`src/rtl/itd_pkg.sv`:
```
// ---------------------------------------------------------------------------
// itd_pkg: shared types and tables for the inverse 4x4 transform block
// Sample and intermediate types, control structs, state codes, the
// normalization table, position classes and the 1-D butterfly.
// ---------------------------------------------------------------------------
`default_nettype none

package itd_pkg;

    typedef logic signed [15:0] smp_t;
    typedef logic signed [31:0] wide_t;
    typedef wide_t [3:0]        wvec_t;
    typedef smp_t  [3:0]        svec_t;

    // tag that travels beside one row in the row pipeline
    typedef struct packed {
        logic       valid;
        logic [1:0] row;
    } pctl_t;

    typedef enum logic [1:0] {
        ST_LOAD,
        ST_ROWS,
        ST_COLS,
        ST_SEND
    } state_t;

    localparam logic [2:0] CFG_MODE  = 3'd0;
    localparam logic [2:0] CFG_QP    = 3'd1;
    localparam logic [2:0] CFG_WLOW  = 3'd2;
    localparam logic [2:0] CFG_WHIGH = 3'd3;

    localparam logic [1:0] MODE_FULL  = 2'd0;
    localparam logic [1:0] MODE_XFORM = 2'd1;
    localparam logic [1:0] MODE_DEQ   = 2'd2;

    localparam logic [1:0]  MODE_RESET = MODE_FULL;
    localparam logic [5:0]  QP_RESET   = 6'd1;
    localparam logic [63:0] WEIGHT_RESET = 64'h1010_1010_1010_1010;

    // qp/6 as (qp*43)>>8, exact for 6-bit qp
    localparam logic [5:0] QP_DIV6_MUL = 6'd43;
    localparam logic [5:0] QP_SPLIT    = 6'd24;

    localparam wide_t ROUND_BIAS = 32'sd32;
    localparam int    VERT_SHIFT = 6;

    localparam logic [4:0] NORM_TAB [6][3] = '{
        '{5'd10, 5'd16, 5'd13},
        '{5'd11, 5'd18, 5'd14},
        '{5'd13, 5'd20, 5'd16},
        '{5'd14, 5'd23, 5'd18},
        '{5'd16, 5'd25, 5'd20},
        '{5'd18, 5'd29, 5'd23}
    };

    localparam logic [1:0] POS_CLASS [16] = '{
        2'd0, 2'd2, 2'd0, 2'd2,
        2'd2, 2'd1, 2'd2, 2'd1,
        2'd0, 2'd2, 2'd0, 2'd2,
        2'd2, 2'd1, 2'd2, 2'd1
    };

    function automatic wvec_t butterfly(input wvec_t v);
        wide_t v0;
        wide_t v1;
        wide_t v2;
        wide_t v3;
        wide_t s0;
        wide_t s1;
        wide_t s2;
        wide_t s3;
        wvec_t o;
        v0 = v[0];
        v1 = v[1];
        v2 = v[2];
        v3 = v[3];
        s0 = v0 + v2;
        s1 = v0 - v2;
        s2 = (v1 >>> 1) - v3;
        s3 = v1 + (v3 >>> 1);
        o[0] = s0 + s3;
        o[1] = s1 + s2;
        o[2] = s1 - s2;
        o[3] = s0 - s3;
        return o;
    endfunction

endpackage

`default_nettype wire

```
`src/rtl/itd_merge.sv`:
```
// ---------------------------------------------------------------------------
// itd_merge: horizontal butterfly over the four lane outputs
// Combines one row from the lanes and wraps each result to 16 bits; in
// dequantize-only mode the lane values pass through wrapped.
// ---------------------------------------------------------------------------
`default_nettype none

module itd_merge (
    input  wire logic          clk,
    input  wire logic          rst_n,
    input  wire itd_pkg::pctl_t ctl_in,
    input  wire logic          bypass,
    input  wire itd_pkg::wvec_t lane_val,
    output itd_pkg::pctl_t     ctl_out,
    output itd_pkg::svec_t     row_out
);
    import itd_pkg::*;

    pctl_t ctl_reg;
    svec_t row_reg;
    svec_t row_next;
    wvec_t bf;

    always_comb
    begin
        bf = butterfly(lane_val);
        for (int c = 0; c < 4; c++)
        begin
            row_next[c] = bypass ? lane_val[c][15:0] : bf[c][15:0];
        end
    end

    always_ff @(posedge clk or negedge rst_n)
    begin
        if (!rst_n)
        begin
            ctl_reg <= '0;
        end
        else
        begin
            ctl_reg <= ctl_in;
        end
    end

    always_ff @(posedge clk)
    begin
        row_reg <= row_next;
    end

    assign ctl_out = ctl_reg;
    assign row_out = row_reg;

endmodule

`default_nettype wire

```
`config.mk`:
```
export PLATFORM = sky130hd
export DESIGN_NAME = itd_merge
export DESIGN_NICKNAME = d
export VERILOG_FILES = /design/src/rtl/itd_pkg.sv /design/src/rtl/itd_merge.sv
export SDC_FILE = /design/constraint.sdc
export NUM_CORES = 1
export LEC_CHECK = 0
export ABC_AREA = 1
export BUFFER_PORTS_ARGS = -buffer_cell sky130_fd_sc_hd__buf_4
export CORE_AREA = 2 2 108 136
export DETAILED_ROUTE_END_ITERATION = 12
export DIE_AREA = 0 0 110 138
export GPL_TIMING_DRIVEN = 0
export HOLD_SLACK_MARGIN = 0.1
export PLACE_DENSITY = 0.88
export SYNTH_ARGS = -nofsm -noshare
export SYNTH_HDL_FRONTEND = slang
export SYNTH_SLANG_ARGS = --single-unit
```
`constraint.sdc`:
```
create_clock -name clk -period 0.8 [get_ports clk]
set_input_delay 0.16 -clock clk [delete_from_list [all_inputs] [get_ports clk]]
set_output_delay 0.16 -clock clk [all_outputs]
set_load 0.01 [all_outputs]
```
==> flow_summary.toml, run 1 <==
[clocking]
cts.sinks = 67
cts_root_buf = "clkbuf_16"
cts_buffers = 9
cts_htree_levels = 3
clockBufferDepth = 2

[outcome]
status = "stopped before the end"
lastStage = "global routing (5_1_grt)"
error_line = "[ERROR GRT-0116] Global routing finished with congestion. Check the congestion regions in the DRC Viewer."

[placed_design]
port_buffers = 137
gp_congestion = 0.971
hpwlAfterDp_um = 23500

[floorplanning]
start_util_pct = 58.6
ios = 201
die_h_um = 138
row_count = 49
die_width_um = 110

[global_routing]
grt_pass1_vias = 12700
grt_overflow = 1
grt_max_degree = 12
grt_first_pass_wirelength_um = 70700
grt_usage_pct = 61.8

[synthesis]
postSynth.asyncResetShare_pct = 4.48
synth_cells = 1279
synth_edf_count = 0
synth_flop_cell = "dfxtp_1"
synth_compound_area_share_pct = 17.6
syn_avg_cell_area_um2 = 6.44
synth_top_family_by_area = "simple AND/OR/NAND/NOR gates"
synthMuxAreaShare_pct = 0
synthTopCellsByCount = "295 x nand2_1, 172 x inv_1, 120 x ha_1"
synth_fa_ha_area_share_pct = 20.2
synth_cell_type_count = 47
synth_area_leaders = "ha_1 18%, dfxtp_1 16%, nand2_1 13%"
synth_seq_area_share_pct = 16.5
synth_top_area_share_pct = 18.2
synthSimpleGateAreaFrac_pct = 27.9
yosysWarnings = 0
synth_most_common_cell = "nand2_1"
synthesis.nets = 1541
synth-xor-area-share_pct = 6.81
netlist_area_um2 = 8230
synth.largest_area_cell = "ha_1"
ys_ff_latch = 67
[cells by family after synthesis]
| family | after synthesis |
|---|---|
| and+or+nand+nor | 537 |
| AOI/OAI and AO/OA | 253 |
| buffers and inverters | 230 |
| xor gates and xnor gates | 64 |
| DFF | 67 |
| adders and majority gates | 128 |
[routing by layer]
layer  GRT usage, %  overflow
met4           58.7         0
met5           5.78         0
met2           81.6         1
met1           65.4         0
met3           37.0         0
[metrics by stage]
stage / setup slack [ns] / instances / hold WS (ns) / area, um^2 / util (%)
floorplan: -2.00 / 1279 / -0.136 / 8780 / -
global placement: -2.54 / 1594 / -0.0516 / 10000 / 71.5
detailed placement: -2.57 / 1594 / -0.0491 / 10000 / 71.5
CTS: -2.03 / 1706 / 0.102 / 12400 / 88.5
[timing repair]
item / in CTS
buffers inserted: 70
pin swaps: 116
hold endpoints to repair: 29
setup endpoints to repair: 131
resized for setup: 305
hold buffers: 27
==> run 2: changes to the inputs <==
- CORE_AREA: 2 2 108 136 -> 2 2 147 149
- DIE_AREA: 0 0 110 138 -> 0 0 149 151
- HOLD_SLACK_MARGIN: 0.1 -> not set
- PLACE_DENSITY: 0.88 -> not set
- PLACE_DENSITY_LB_ADDON: not set -> 0.15
==> flow_summary.toml, run 2 <==
[outcome]
status = "finished, violations left"
violations = "negative setup slack"

[final_layout]
largest_reg_flops = 64
fin_area_um2 = 13300
seq_area_um2 = 1430
layout.nets = 1782
drive_above_1_share_pct = 47.5
multi_input_area_um2 = 7920
nFillCells = 1804
final_common_cell = "nand2_1"
syn2layout_area_growth_pct = 61.5
layout_common_cells = "234 x nand2_1, 133 x inv_1, 127 x buf_4, 107 x buf_6, 83 x ha_1"
diodes = 0

[hold_path]
min-delay-start = "lane_val[79]"
whs_endpoint = "row_out[47]"
hold_class = "primary input to register"
holdPathStages = 3

[clocking]
cts_htree_levels = 3
cts_buffers = 9
clk_transition_reported_paths_ns = 0.06
cts_tree = "done"
cts_root_buf = "clkbuf_16"
clockBufferDepth = 2
cts.sinks = 67

[sta]
setup_viol = 131
final.setup.worst_slack_ns = -2.06
hold_viol = 0
relSlewSlack_pct = 30.3
max_freq_mhz = 349
grt_setup_unrepaired = "true"
finalSetupTns_ns = -105.08
min_period_ns = 2.86
worstMarginPinSlew_ns = 1.05
finalMaxSlewViolations = 0
holdWs_ns = 0.00606
fin_crit_sh_pct = 358

[floorplanning]
die_h_um = 151
die_area_um2 = 22500
ios = 201
start_util_pct = 39.5
row_count = 53
die_width_um = 149
core_area_um2 = 20800

[synthesis]
ys_ff_latch = 67
synth_area_leaders = "ha_1 18%, dfxtp_1 16%, nand2_1 13%"
netlist_area_um2 = 8230
synthTopCellsByCount = "295 x nand2_1, 172 x inv_1, 120 x ha_1"
synth_cell_type_count = 47
synth_cells = 1279
postSynth.asyncResetShare_pct = 4.48
synth_most_common_cell = "nand2_1"
yosysWarnings = 0
synth.largest_area_cell = "ha_1"
synthesis.nets = 1541
synth_seq_area_share_pct = 16.5
syn_avg_cell_area_um2 = 6.44
synth_top_area_share_pct = 18.2
synth_flop_cell = "dfxtp_1"
synth_edf_count = 0

[flow_run]
cap_violations = 0

[global_routing]
grt_overflow = 0
antenna_found_initial = 0
grt_first_pass_wirelength_um = 48700
grt_usage_pct = 28.4
grt_max_degree = 13
grt_pass1_vias = 9437

[detailed_routing]
ant_nets = 0
drt-total-wl_um = 32700
wl_per_cell_um = 18.1
dr.pass1.iters = 5
vias = 9602
drtIter0Drc = 565
drt-vias-per-instance = 5.33
drcViolationCount = 0

[critical_path]
worstPathMaxFanout = 8
startpoint_type = "primary input"
worstSetupEndpointType = "register"
critPathKind = "primary input to register"
crit_required_ns = 1.05
arrival_ns = 3.11
critPathBufInv = 5
crit_slowest_cell = "ha_4"
max_stage_delay_ns = 0.40
path_cells = "buf_12, ha_4, inv_2, fa_2, or2_0, o21a_2, inv_2, nand2_2, nand2_4, a21oi_4, buf_6, xor2_4, ha_4, buf_6, o21bai_4, a21oi_2, nor2_1, nor2_2, o21ai_2, nand3b_1, nand3_1, nand2_1"
critPathTopFamily = "adder cells"

[power_and_ir_drop]
powerDensity_nw_per_um2 = 2760
ir_drop_mv = 1.66
finalPower_mw = 36.7
leakage_nw = 6.30

[placed_design]
hpwlAfterDp_um = 24300
dpl_cell_area_um2 = 10200
gp_congestion = 0.972
port_buffers = 137
-- run 2: cell counts after synthesis --
No cell type changed its count.
-- run 2: worst max-delay path by stage --
| stage | slack (ns) | from | to | cells past startpoint |
|---|---|---|---|---|
| 6_report | -2.06 | lane_val[0] | row_out[63] | 22 |
| 5_1_grt | -2.26 | lane_val[68] | row_out[15] | 23 |
| 4_1_cts | -2.04 | lane_val[0] | row_out[61] | 20 |
| 3_5_place_dp | -2.68 | lane_val[0] | row_out[61] | 20 |
| 3_3_place_gp | -2.67 | lane_val[0] | row_out[61] | 20 |
| 2_1_floorplan | -2.00 | lane_val[0] | row_out[63] | 20 |
-- run 2: area by class of cell --
| cell class | count | area share (%) |
|---|---|---|
| Multi-Input combinational cell | 982 | 59.6 |
| Timing Repair Buffer | 231 | 16.5 |
| Sequential cell | 67 | 10.7 |
| Inverter | 201 | 6.32 |
| Tap cell | 275 | 2.59 |
| Clock buffer | 10 | 1.80 |
| Buffer | 28 | 1.59 |
| Clock inverter | 6 | 0.847 |
-- run 2: report_power, final --
part	switching (mW)	leakage (nW)	internal, mW
clock network	1.82	0.173	3.14
logic	15.0	5.54	11.7
registers	0.459	0.577	4.62
-- run 2: stage by stage --
step | utilization (%) | setup slack (ns) | cells
2_1_floorplan | - | -2.00 | 1279
3_3_place_gp | 48.8 | -2.67 | 1691
3_5_place_dp | 48.8 | -2.68 | 1691
4_1_cts | 58.7 | -2.04 | 1770
5_1_grt | 63.9 | -2.26 | 1800
6_report | 63.9 | -2.06 | 1800
-- run 2: logic make-up (layout without fill, tap and decap cells) --
group / Yosys count / in the layout / share of synthesized area (%)
flops: 67 / 67 / 16.5
buf+inv: 230 / 476 / 11.0
fa+ha+maj: 128 / 128 / 20.2
simple gates: 537 / 537 / 27.9
xor+xnor: 64 / 64 / 6.81
compound gates: 253 / 253 / 17.6
-- run 2: per-layer routing --
layer,global-route usage [%],vias to the layer above,share of wire [%]
li1,-,4625,-
met1,35.5,4538,41
met2,49.4,350,49
met3,3.28,89,5.7
met4,12.7,0,4.7
met5,0,-,0
-- run 2: repair_timing --
action / in CTS / in global routing
setup endpoints to repair: 131 / 131
hold endpoints to repair: 7 / 0
hold buffers: 5 / 0
pin swaps: 92 / 77
setup buffers: 58 / 34
gates resized for setup: 320 / 231
Note: power is estimated with default switching activity, not from simulation.
==> run 3: changes to the inputs <==
- CORE_AREA: 2 2 147 149 -> 2 2 126 128
- DIE_AREA: 0 0 149 151 -> 0 0 128 130
- GPL_TIMING_DRIVEN: 0 -> not set
- MAX_ROUTING_LAYER: not set -> met4
==> flow_summary.toml, run 3 <==
[synthesis]
synth.largest_area_cell = "ha_1"
synth_fa_ha_area_share_pct = 20.2
netlist_area_um2 = 8230
synthMuxAreaShare_pct = 0
synth-xor-area-share_pct = 6.81
synthTopCellsByCount = "295 x nand2_1, 172 x inv_1, 120 x ha_1"
synth_cell_type_count = 47
postSynth.asyncResetShare_pct = 4.48
synth_compound_area_share_pct = 17.6
ys_ff_latch = 67
synth_edf_count = 0
yosysWarnings = 0
syn_avg_cell_area_um2 = 6.44
synth_most_common_cell = "nand2_1"
synthSimpleGateAreaFrac_pct = 27.9
synth_top_family_by_area = "simple AND/OR/NAND/NOR gates"
synth_area_leaders = "ha_1 18%, dfxtp_1 16%, nand2_1 13%"
synthesis.nets = 1541
synth_seq_area_share_pct = 16.5
synth_top_area_share_pct = 18.2
synth_cells = 1279
synth_flop_cell = "dfxtp_1"

[floorplanning]
row_count = 46
ios = 201
die_width_um = 128
start_util_pct = 53.4
die_h_um = 130

[global_routing]
grt_first_pass_wirelength_um = 86300
grt_usage_pct = 70.4
grt_overflow = 12
grt_max_degree = 20
grt_pass1_vias = 15400

[outcome]
error_line = "[ERROR GRT-0116] Global routing finished with congestion. Check the congestion regions in the DRC Viewer."
status = "stopped before the end"
lastStage = "global routing (5_1_grt)"

[placed_design]
gp_congestion = 1.03
hpwlAfterDp_um = 26900
port_buffers = 138
dpl_cell_area_um2 = 12600

[clocking]
cts_htree_levels = 3
cts_root_buf = "clkbuf_16"
clockBufferDepth = 2
cts_buffers = 9
cts.sinks = 67
[run 3: logic make-up after synthesis]
kind of cell    Yosys count
fa+ha+maj               128
xor+xnor                 64
buf+inv                 230
flops                    67
simple gates            537
compound gates          253
[run 3: routing by layer]
metal  global-route usage (%)  GRT overflow
met4                     79.1             7
met5                        -             -
met1                     64.4             0
met2                     93.6             5
met3                     44.4             0
[run 3: metrics by stage]
step | util (%) | setup slack (ns) | std cells
3_3_place_gp | 81.5 | -2.39 | 1929
2_1_floorplan | - | -2.00 | 1279
4_1_cts | 95.7 | -1.93 | 1990
3_5_place_dp | 81.5 | -2.52 | 1929
[run 3: timing repair]
action                                  in CTS
pin swaps                                  132
endpoints found under the setup margin     129
resized for setup                          377
hold buffers                                 4
setup buffers                               49
gates cloned                                 0
endpoints found under the hold margin        6
