<file path="src/rtl/itd_pkg.sv">
// ---------------------------------------------------------------------------
// itd_pkg: shared types and tables for the inverse 4x4 transform block
// Sample and intermediate types, control structs, state codes, the
// normalization table, position classes and the 1-D butterfly.
// ---------------------------------------------------------------------------
`default_nettype none

package itd_pkg;

    typedef logic signed [15:0] smp_t;
    typedef logic signed [31:0] wide_t;
    typedef wide_t [3:0]        wvec_t;
    typedef smp_t  [3:0]        svec_t;

    // tag that travels beside one row in the row pipeline
    typedef struct packed {
        logic       valid;
        logic [1:0] row;
    } pctl_t;

    typedef enum logic [1:0] {
        ST_LOAD,
        ST_ROWS,
        ST_COLS,
        ST_SEND
    } state_t;

    localparam logic [2:0] CFG_MODE  = 3'd0;
    localparam logic [2:0] CFG_QP    = 3'd1;
    localparam logic [2:0] CFG_WLOW  = 3'd2;
    localparam logic [2:0] CFG_WHIGH = 3'd3;

    localparam logic [1:0] MODE_FULL  = 2'd0;
    localparam logic [1:0] MODE_XFORM = 2'd1;
    localparam logic [1:0] MODE_DEQ   = 2'd2;

    localparam logic [1:0]  MODE_RESET = MODE_FULL;
    localparam logic [5:0]  QP_RESET   = 6'd1;
    localparam logic [63:0] WEIGHT_RESET = 64'h1010_1010_1010_1010;

    // qp/6 as (qp*43)>>8, exact for 6-bit qp
    localparam logic [5:0] QP_DIV6_MUL = 6'd43;
    localparam logic [5:0] QP_SPLIT    = 6'd24;

    localparam wide_t ROUND_BIAS = 32'sd32;
    localparam int    VERT_SHIFT = 6;

    localparam logic [4:0] NORM_TAB [6][3] = '{
        '{5'd10, 5'd16, 5'd13},
        '{5'd11, 5'd18, 5'd14},
        '{5'd13, 5'd20, 5'd16},
        '{5'd14, 5'd23, 5'd18},
        '{5'd16, 5'd25, 5'd20},
        '{5'd18, 5'd29, 5'd23}
    };

    localparam logic [1:0] POS_CLASS [16] = '{
        2'd0, 2'd2, 2'd0, 2'd2,
        2'd2, 2'd1, 2'd2, 2'd1,
        2'd0, 2'd2, 2'd0, 2'd2,
        2'd2, 2'd1, 2'd2, 2'd1
    };

    function automatic wvec_t butterfly(input wvec_t v);
        wide_t v0;
        wide_t v1;
        wide_t v2;
        wide_t v3;
        wide_t s0;
        wide_t s1;
        wide_t s2;
        wide_t s3;
        wvec_t o;
        v0 = v[0];
        v1 = v[1];
        v2 = v[2];
        v3 = v[3];
        s0 = v0 + v2;
        s1 = v0 - v2;
        s2 = (v1 >>> 1) - v3;
        s3 = v1 + (v3 >>> 1);
        o[0] = s0 + s3;
        o[1] = s1 + s2;
        o[2] = s1 - s2;
        o[3] = s0 - s3;
        return o;
    endfunction

endpackage

`default_nettype wire

</file>
<file path="src/rtl/itd_lane.sv">
// ---------------------------------------------------------------------------
// itd_lane: dequantization lane for one column
// Stage one forms the level scale, stage two multiplies and applies the
// qp-dependent rounding shift; transform-only mode passes the input through.
// ---------------------------------------------------------------------------
`default_nettype none

module itd_lane (
    input  wire logic         clk,
    input  wire itd_pkg::smp_t coef,
    input  wire logic [1:0]   cls,
    input  wire logic [7:0]   weight,
    input  wire logic [2:0]   qm,
    input  wire logic [3:0]   qe,
    input  wire logic         qp_low,
    input  wire logic         use_dq,
    output itd_pkg::wide_t    dq_val
);
    import itd_pkg::*;

    logic [12:0]        scale_reg;
    logic [12:0]        scale_next;
    smp_t               coef_reg;
    wide_t              dq_reg;
    wide_t              dq_next;
    logic signed [29:0] prod;
    wide_t              prod_w;
    wide_t              rnd;
    wide_t              deq;

    assign scale_next = 13'(NORM_TAB[qm][cls]) * 13'(weight);

    always_ff @(posedge clk)
    begin
        scale_reg <= scale_next;
        coef_reg  <= coef;
        dq_reg    <= dq_next;
    end

    always_comb
    begin
        prod   = coef_reg * $signed({1'b0, scale_reg});
        prod_w = 32'(prod);
        rnd    = 32'sd1 <<< (4'd3 - qe);
        if (qp_low)
        begin
            deq = (prod_w + rnd) >>> (4'd4 - qe);
        end
        else
        begin
            deq = prod_w <<< (qe - 4'd4);
        end
        dq_next = use_dq ? deq : 32'(coef_reg);
    end

    assign dq_val = dq_reg;

endmodule

`default_nettype wire

</file>
<file path="config.mk">
export PLATFORM = sky130hd
export DESIGN_NAME = itd_lane
export DESIGN_NICKNAME = d
export VERILOG_FILES = /design/src/rtl/itd_pkg.sv /design/src/rtl/itd_lane.sv
export SDC_FILE = /design/constraint.sdc
export NUM_CORES = 1
export LEC_CHECK = 0
export ABC_AREA = 1
export BUFFER_PORTS_ARGS = -buffer_cell sky130_fd_sc_hd__buf_2
export CAP_MARGIN = 5
export CORE_UTILIZATION = 66
export DETAILED_ROUTE_END_ITERATION = 8
export GPL_TIMING_DRIVEN = 0
export HOLD_SLACK_MARGIN = 0.06
export PLACE_DENSITY_LB_ADDON = 0.25
export SYNTH_ARGS = -nofsm -noshare
export SYNTH_HDL_FRONTEND = slang
export SYNTH_SLANG_ARGS = --single-unit
</file>
<file path="constraint.sdc">
create_clock -name clk -period 8.9 [get_ports clk]
set_input_delay 0.89 -clock clk [delete_from_list [all_inputs] [get_ports clk]]
set_output_delay 0.89 -clock clk [all_outputs]
set_load 0.005 [all_outputs]
</file>
# Yosys cells after proc, flatten, opt, wreduce, memory -nomap -nowiden
# Memories as Yosys holds them, arrays and structs flattened.
# Index checks and enable logic that the tools add are counted.
word_totals:
  register_bits: 61
  output_inout_bits: 32
  romBits: 120
  word_cells: 24
  memories: 1
classes:
  mux: 7
  addsub: 4
  bitwise_logic: 2
  multipliers: 2
  n_shift: 3
  n_lt_le_gt_ge: 2
memory_table:
  columns: ["name", "depth", "width", "rd", "rd_ports_with_merged_regs", "wr", "line", "rtl"]
  rows:
  - ["(name not given)", 8, 15, 1, 0, 0, "itd_lane.sv:31", "assign scale_next = 13'(NORM_TAB[qm][cls]) * 13'(weight);"]
op_table:
  columns: ["operator", "count"]
  rows:
  - ["$mux W32", 2]
  - ["$add A30 B32 Y32", 1]
  - ["$sshl A2 B4 Y32 const A", 1]
  - ["$sshl A30 B4 Y32", 1]
  - ["$sshr A32 B4 Y32", 1]
  - ["$mul A16 B14 Y30", 1]
  - ["$mux W15", 2]
  - ["$mul A5 B8 Y13", 1]
  - ["$bmux W5 S2", 1]
  - ["$mux W5", 2]
  - ["$ge A4 B4 Y1 const B", 1]
  - ["$not A3 Y4", 1]
  - ["$sub A2 B4 Y4 const A", 1]
  - ["$sub A3 B4 Y4 const A", 1]
  - ["$sub A4 B3 Y4 const B", 1]
  - ["$ge A3 B3 Y1 const B", 1]
  - ["$not A2 Y3", 1]

# Longest topological paths before layout
# Gate-level depths: netlist (run 1).
depth:
  depth_word: 8
  mapped_depth: 47
  ltp_nobuf: 45

# Least setup slack after synthesis (run 1)
# Ideal clock, no wire load.
synth_timing:
  path_type: "register to register"
  start: "register scale_reg[6]"
  end: "register dq_reg[27], in the netlist dq_val[27]"
  path_buffers: 2
  required_ns: 8.774
  slack_ns: 1.896
  period_less_slack_ns: 7.004
  arrival_ns: 6.879
  setup_time_ns: 0.126
  path_stages_with_launch: 41
  path_cell_list: "dfxtp_1 -> clkbuf_1 -> clkbuf_1 -> nand2_1 -> fa_1 -> fa_1 -> fa_1 -> inv_1 -> fa_1 -> fa_1 -> inv_1 -> fa_1 -> inv_1 -> ha_1 -> nand2_1 -> inv_1 -> nand2_1 -> nand2_1 -> (+5 left out) -> ha_1 -> nand2_1 -> nor4_1 -> nand2_1 -> nand2_1 -> nand3_2 -> nor2_4 -> nand3_2 -> o21ai_1 -> nand2_1 -> nand2_1 -> nand2_1 -> nand3_1 -> nand2_1 -> nand2_1 -> nand2_1 -> nand3_1 -> nand2_1"
synth_between:
  elab_chain_cells: 5
  elab_cells_between_ends: 6
  cone_classes: "add/sub (1); mul (1); shift (2); mux (2)"
synth_rtl:
  columns: ["element", "line", "rtl"]
  rows:
  - ["start, declared", "itd_lane.sv:21", "logic [12:0] scale_reg;"]
  - ["start signal, assigned", "itd_lane.sv:35", "scale_reg <= scale_next;"]
  - ["$mul A16 B14 Y30 *", "itd_lane.sv:42", "prod = coef_reg * $signed({1'b0, scale_reg});"]
  - ["$add A30 B32 Y32", "itd_lane.sv:47", "deq = (prod_w + rnd) >>> (4'd4 - qe);"]
  - ["$sshr A32 B4 Y32", "itd_lane.sv:47", null]
  - ["$mux W32 *", "itd_lane.sv:45", "if (qp_low)"]
  - ["$mux W32 *", "itd_lane.sv:53", "dq_next = use_dq ? deq : 32'(coef_reg);"]
  - ["named net dq_next[27]", "itd_lane.sv:25", "wide_t dq_next;"]
  - ["end signal, assigned", "itd_lane.sv:37", "dq_reg <= dq_next;"]
  - ["end, declared", "itd_lane.sv:24", "wide_t dq_reg;"]
# Mark *: on every way through the listed nets, which the timed path passes. The rest lies on a longest branch.

# Final worst setup path (run 1)
layout_timing:
  start: "register scale_reg[8]"
  end: "register dq_reg[16], in the netlist dq_val[16]"
# Same word-level chain as after synthesis.

==> impl_metrics.yaml, run 1 <==
status:
  status: "finished clean"
detailed_routing:
  drtIter0Drc: 2256
  viasPerCell: 5.82
  wl_um: 55500
  wl_per_cell_um: 19.3
  drc: 0
  dr.pass1.iters: 8
  ant_nets: 0
  vias: 16700
worst_hold_path:
  hold_path_end: "dq_val[7]"
  min-delay-start: "coef_reg[7]"
  hold_depth: 2
  min_path_type: "reg -> reg"
job:
  cap_violations: 0
layout:
  area_growth_pct: 6.36
  final_common_cell: "nand2_1"
  antennaDiodeCount: 0
  drive_gt1_frac: 0.0643
  final_nets: 2924
  most-common-layout-cells: "780 x nand2_1, 578 x inv_1, 221 x fa_1"
  largest_reg_flops: 32
cts:
  cts-root-buf: "clkbuf_16"
  tritoncts: "yes"
  postCtsHoldBufs: 0
  cts_made_buffers: 9
  clock_latency_ps: 340
  clkTransAtPathRegs_ps: 60
  cts.sinks: 61
  cts_setup_buffers: 0
  cts-resized-gates: 1
  cts.path.max_buffers: 2
  htreeDepth: 3
yosys:
  syn_avg_cell_area_sq_um: 6.50
  synth_area_leaders: "fa_1 27%, nand2_1 18%, inv_1 13%"
  syn_area_sq_um: 16100
  yosysWarnings: 0
  ys_seq_area_frac: 0.0758
  synth-seq-cells: 61
  synth.distinct_cells: 46
  syn_inst: 2479
  synth_top_cell_area_share: 0.275
  syn_nets: 2857
  synth_top_cell_by_area: "fa_1"
floorplanning:
  rows: 56
  dieArea_sq_um: 25000
  start_util: 0.680
  io_pins: 68
  dieHeight_um: 158
  die_w_um: 158
  core_sq_um: 23700
global_route:
  grt_max_degree: 16
  overflow: 0
  grt_pass1_wl_um: 86700
  track_usage: 0.467
  antenna_found_initial: 0
  grt_pass1_vias: 16400
setup_path:
  cpMostUsedCell: "nand2_1"
  rr_endpoint: "dq_val[16]"
  crit_type: "reg -> reg"
  max_stage_delay_ps: 550
  critPathSlowestCell: "fa_1"
  critPathMaxFanout: 10
  arrival_ps: 8760
  crit_path_end_kind: "register"
  cp-start-kind: "register"
  crit_required_ps: 9110
  timing.rr.start: "scale_reg[8]"
  worstRegToRegCells: 39
  crit_path_start: "scale_reg[8]"
  rrSetupSlack_ps: 360
sta:
  tightest_slew_ps: 836
  period_share: 0.960
  rsz0062_at_grt: "false"
  relSlewSlack: 0.441
  finalCriticalPeriod_ps: 8540
  finalMaxSlewViolations: 0
  clock_skew_ps: 9.72
  hold_viol: 0
  fmax_mhz: 117
  setup_viol: 0
  tns_ps: 0
place:
  hpwl_um: 46400
  portBuffers: 64
  place.gp.congestion: 1.11
synthesized netlist by cell type (all sizes together):
cell type	count
o31ai	2
a31o	1
a21oi	58
o2111ai	2
buf	18
nor4	1
nand4	22
a41oi	1
fa	221
nand3	168
nor3	9
o22ai	7
inv	579
xnor2	18
clkinv	5
o21bai	4
o21ai	92
a221o	2
a21o	4
o211ai	14
or2	9
a221oi	1
dfxtp	61
xor2	29
o221ai	1
clkbuf	76
nand2	795
a311oi	1
nor2	127
o21a	1
mux2i	9
ha	121
nand3b	1
a31oi	19
cell families after synthesis:
| family | synth area share |
|---|---|
| AO/OA/AOI/OAI | 0.0737 |
| XOR/XNOR | 0.0256 |
| adder cells (fa/ha/maj) | 0.369 |
| buffers and inverters | 0.159 |
| flip-flops | 0.0758 |
| multiplexers | 0.00560 |
| AND/OR/NAND/NOR | 0.291 |
worst max-delay path, delay by kind of cell, from the launching register on:
family	cells	cell delay [ps]
XOR/XNOR	2	680
AO/OA/AOI/OAI	1	220
AND/OR/NAND/NOR	19	2210
buffers and inverters	9	1210
flip-flops	1	310
adder cells (fa/ha/maj)	8	3780
how the worst max path moves through the flow:
| stage | endpoint | slack [ps] | cells past startpoint |
|---|---|---|---|
| after global placement | dq_val[16] | 290 | 42 |
| after detailed placement | dq_val[16] | 110 | 42 |
| after global routing | dq_val[16] | 7 | 42 |
| final | dq_val[16] | 360 | 39 |
| after floorplan | dq_val[27] | 1900 | 40 |
| after CTS | dq_val[15] | 150 | 43 |
area by class of cell:
class	instances	area (sq um)
sequential	61	1230
clock inverter	3	21.3
inverter	584	2190
buffer	86	373
multi-input combinational	1740	12300
tap	319	399
fill	1932	6560
clock buffer	12	256
timing repair buffer	64	320
stage by stage:
step,cell area [sq um],util,hold WS (ps),instances,setup slack (ps)
floorplan,16100,-,501,2479,1900
global placement,16800,0.710,607,2862,285
detailed placement,16800,0.710,590,2862,111
CTS,17100,0.722,605,2877,152
global route,17100,0.723,633,2869,6.71
finish,17100,0.723,624,2869,355
metal layers:
| metal | track usage | share of wire |
|---|---|---|
| met5 | 0 | 0 |
| met4 | 0.206 | 0.048 |
| met2 | 0.673 | 0.41 |
| met3 | 0.187 | 0.16 |
| met1 | 0.615 | 0.39 |
Power of run 1 is left out: the tool's default activity adds up to more than one toggle a clock period on the data nets, which glitch-free logic cannot reach.
==> inputs of run 2 (changes only) <==
--- a/config.mk
+++ b/config.mk
@@ -13,6 +13,7 @@
 export GPL_TIMING_DRIVEN = 0
 export HOLD_SLACK_MARGIN = 0.06
 export PLACE_DENSITY_LB_ADDON = 0.25
+export REMOVE_ABC_BUFFERS = 1
 export SYNTH_ARGS = -nofsm -noshare
 export SYNTH_HDL_FRONTEND = slang
 export SYNTH_SLANG_ARGS = --single-unit
==> run 2 against run 1 <==
- worst setup slack improved by 86 ps
- count of clock-buffer cells in the layout decreased by 3
- final cell count decreased by 2.8%
- global-route usage decreased by 5.6 points
- maximum frequency increased by 1.0%
- utilization decreased by 1.0 points
- highest routed layer is now met5
- critical path depth decreased by 4
- hold slack improved by 23 ps
- via count decreased by 5.9%
==> impl_metrics.yaml, run 2 (same netlist as run 1, synthesis figures left out) <==
status:
  status: "finished clean"
detailed_routing:
  drc: 0
  wl_um: 49600
  drtIter0Drc: 1872
  wl_per_cell_um: 17.8
  ant_nets: 0
  vias: 15700
  viasPerCell: 5.63
  dr.pass1.iters: 6
layout:
  area_growth_pct: 4.87
  largest_reg_flops: 32
  antennaDiodeCount: 0
  final_common_cell: "nand2_1"
  drive_gt1_frac: 0.0611
  final_nets: 2843
  fillers: 1998
  most-common-layout-cells: "780 x nand2_1, 578 x inv_1, 221 x fa_1"
sta:
  finalMaxSlewViolations: 0
  tns_ps: 0
  finalCriticalPeriod_ps: 8460
  hold_viol: 0
  clock_skew_ps: 11.4
  setup_viol: 0
  rsz0062_at_grt: "false"
  tightest_slew_ps: 1190
  hold-worst-slack_ps: 648
  fmax_mhz: 118
  relSlewSlack: 0.205
  period_share: 0.950
  setup_ws_ps: 441
worst_hold_path:
  min_path_type: "in -> reg"
place:
  place.gp.congestion: 1.03
  portBuffers: 67
  place_ws_ps: 366
  hpwl_um: 40100
floorplanning:
  rows: 56
  dieArea_sq_um: 25000
  core_sq_um: 23700
  die_w_um: 158
  start_util: 0.680
  dieHeight_um: 158
  io_pins: 68
setup_path:
  cpMostUsedCell: "nand2_1"
  critPathSlowestCell: "dfxtp_1"
  crit_path_end_kind: "register"
  cp_top_family: "adder cells"
  rrSetupSlack_ps: 440
  critPathMaxFanout: 14
  cp-start-kind: "register"
  crit_required_ps: 9110
  max_stage_delay_ps: 910
  cp.buffers_inverters: 5
  crit_type: "reg -> reg"
  arrival_ps: 8670
cts:
  cts_made_buffers: 9
  cts-root-buf: "clkbuf_16"
  cts.sinks: 61
  tritoncts: "yes"
  htreeDepth: 3
  cts.path.max_buffers: 2
  clock_latency_ps: 340
  clkTransAtPathRegs_ps: 60
  cts_setup_buffers: 0
  postCtsHoldBufs: 0
global_route:
  track_usage: 0.412
  grt_pass1_vias: 15600
  overflow: 0
  grt_pass1_wl_um: 77900
  grt_max_degree: 73
  antenna_found_initial: 2
job:
  cap_violations: 0
## run 2: changes by cell type in the layout (fill, tap and decap cells not counted), sizes merged
cell	delta
clkbuf	-71
clkinvlp	-1
buf	-13
bufinv	+4
inv	+1
## run 2: routing by layer
| layer | vias up | global-route usage | part of all wire |
|---|---|---|---|
| li1 | 7376 | - | - |
| met1 | 7301 | 0.523 | 0.39 |
| met2 | 865 | 0.670 | 0.45 |
| met3 | 163 | 0.0936 | 0.11 |
| met4 | 4 | 0.179 | 0.051 |
| met5 | - | 0 | 0.00036 |
## run 2: metrics by stage
| step | std cells | area [sq um] | util |
|---|---|---|---|
| 6_report | 2789 | 16900 | 0.713 |
| 5_1_grt | 2789 | 16900 | 0.713 |
| 4_1_cts | 2789 | 16900 | 0.712 |
| 3_5_place_dp | 2773 | 16500 | 0.696 |
| 3_3_place_gp | 2771 | 16500 | 0.695 |
| 2_1_floorplan | 2385 | 15700 | - |
## run 2: cell type report
type | count | area, sq um | area share
clock buffer | 9 | 225 | 0.0133
timing repair buffer | 69 | 354 | 0.0210
tap | 319 | 399 | 0.0236
multi-input combinational | 1740 | 12300 | 0.730
clock inverter | 7 | 146 | 0.00867
inverter | 584 | 2190 | 0.130
sequential | 61 | 1240 | 0.0734
## run 2: worst paths after layout
kind / start / end / cells past startpoint
max reg2reg: coef_reg[11] / dq_val[17] / 35
min reg2reg: coef_reg[4] / dq_val[4] / 2
min: coef[12] / coef_reg[12] / 1
max: coef_reg[11] / dq_val[17] / 35
## run 2: timing repair
item	in CTS	in global routing
setup endpoints to repair	0	24
endpoints found under the hold margin	0	0
gates resized for setup	0	16
Power of run 2 is left out for the same reason.
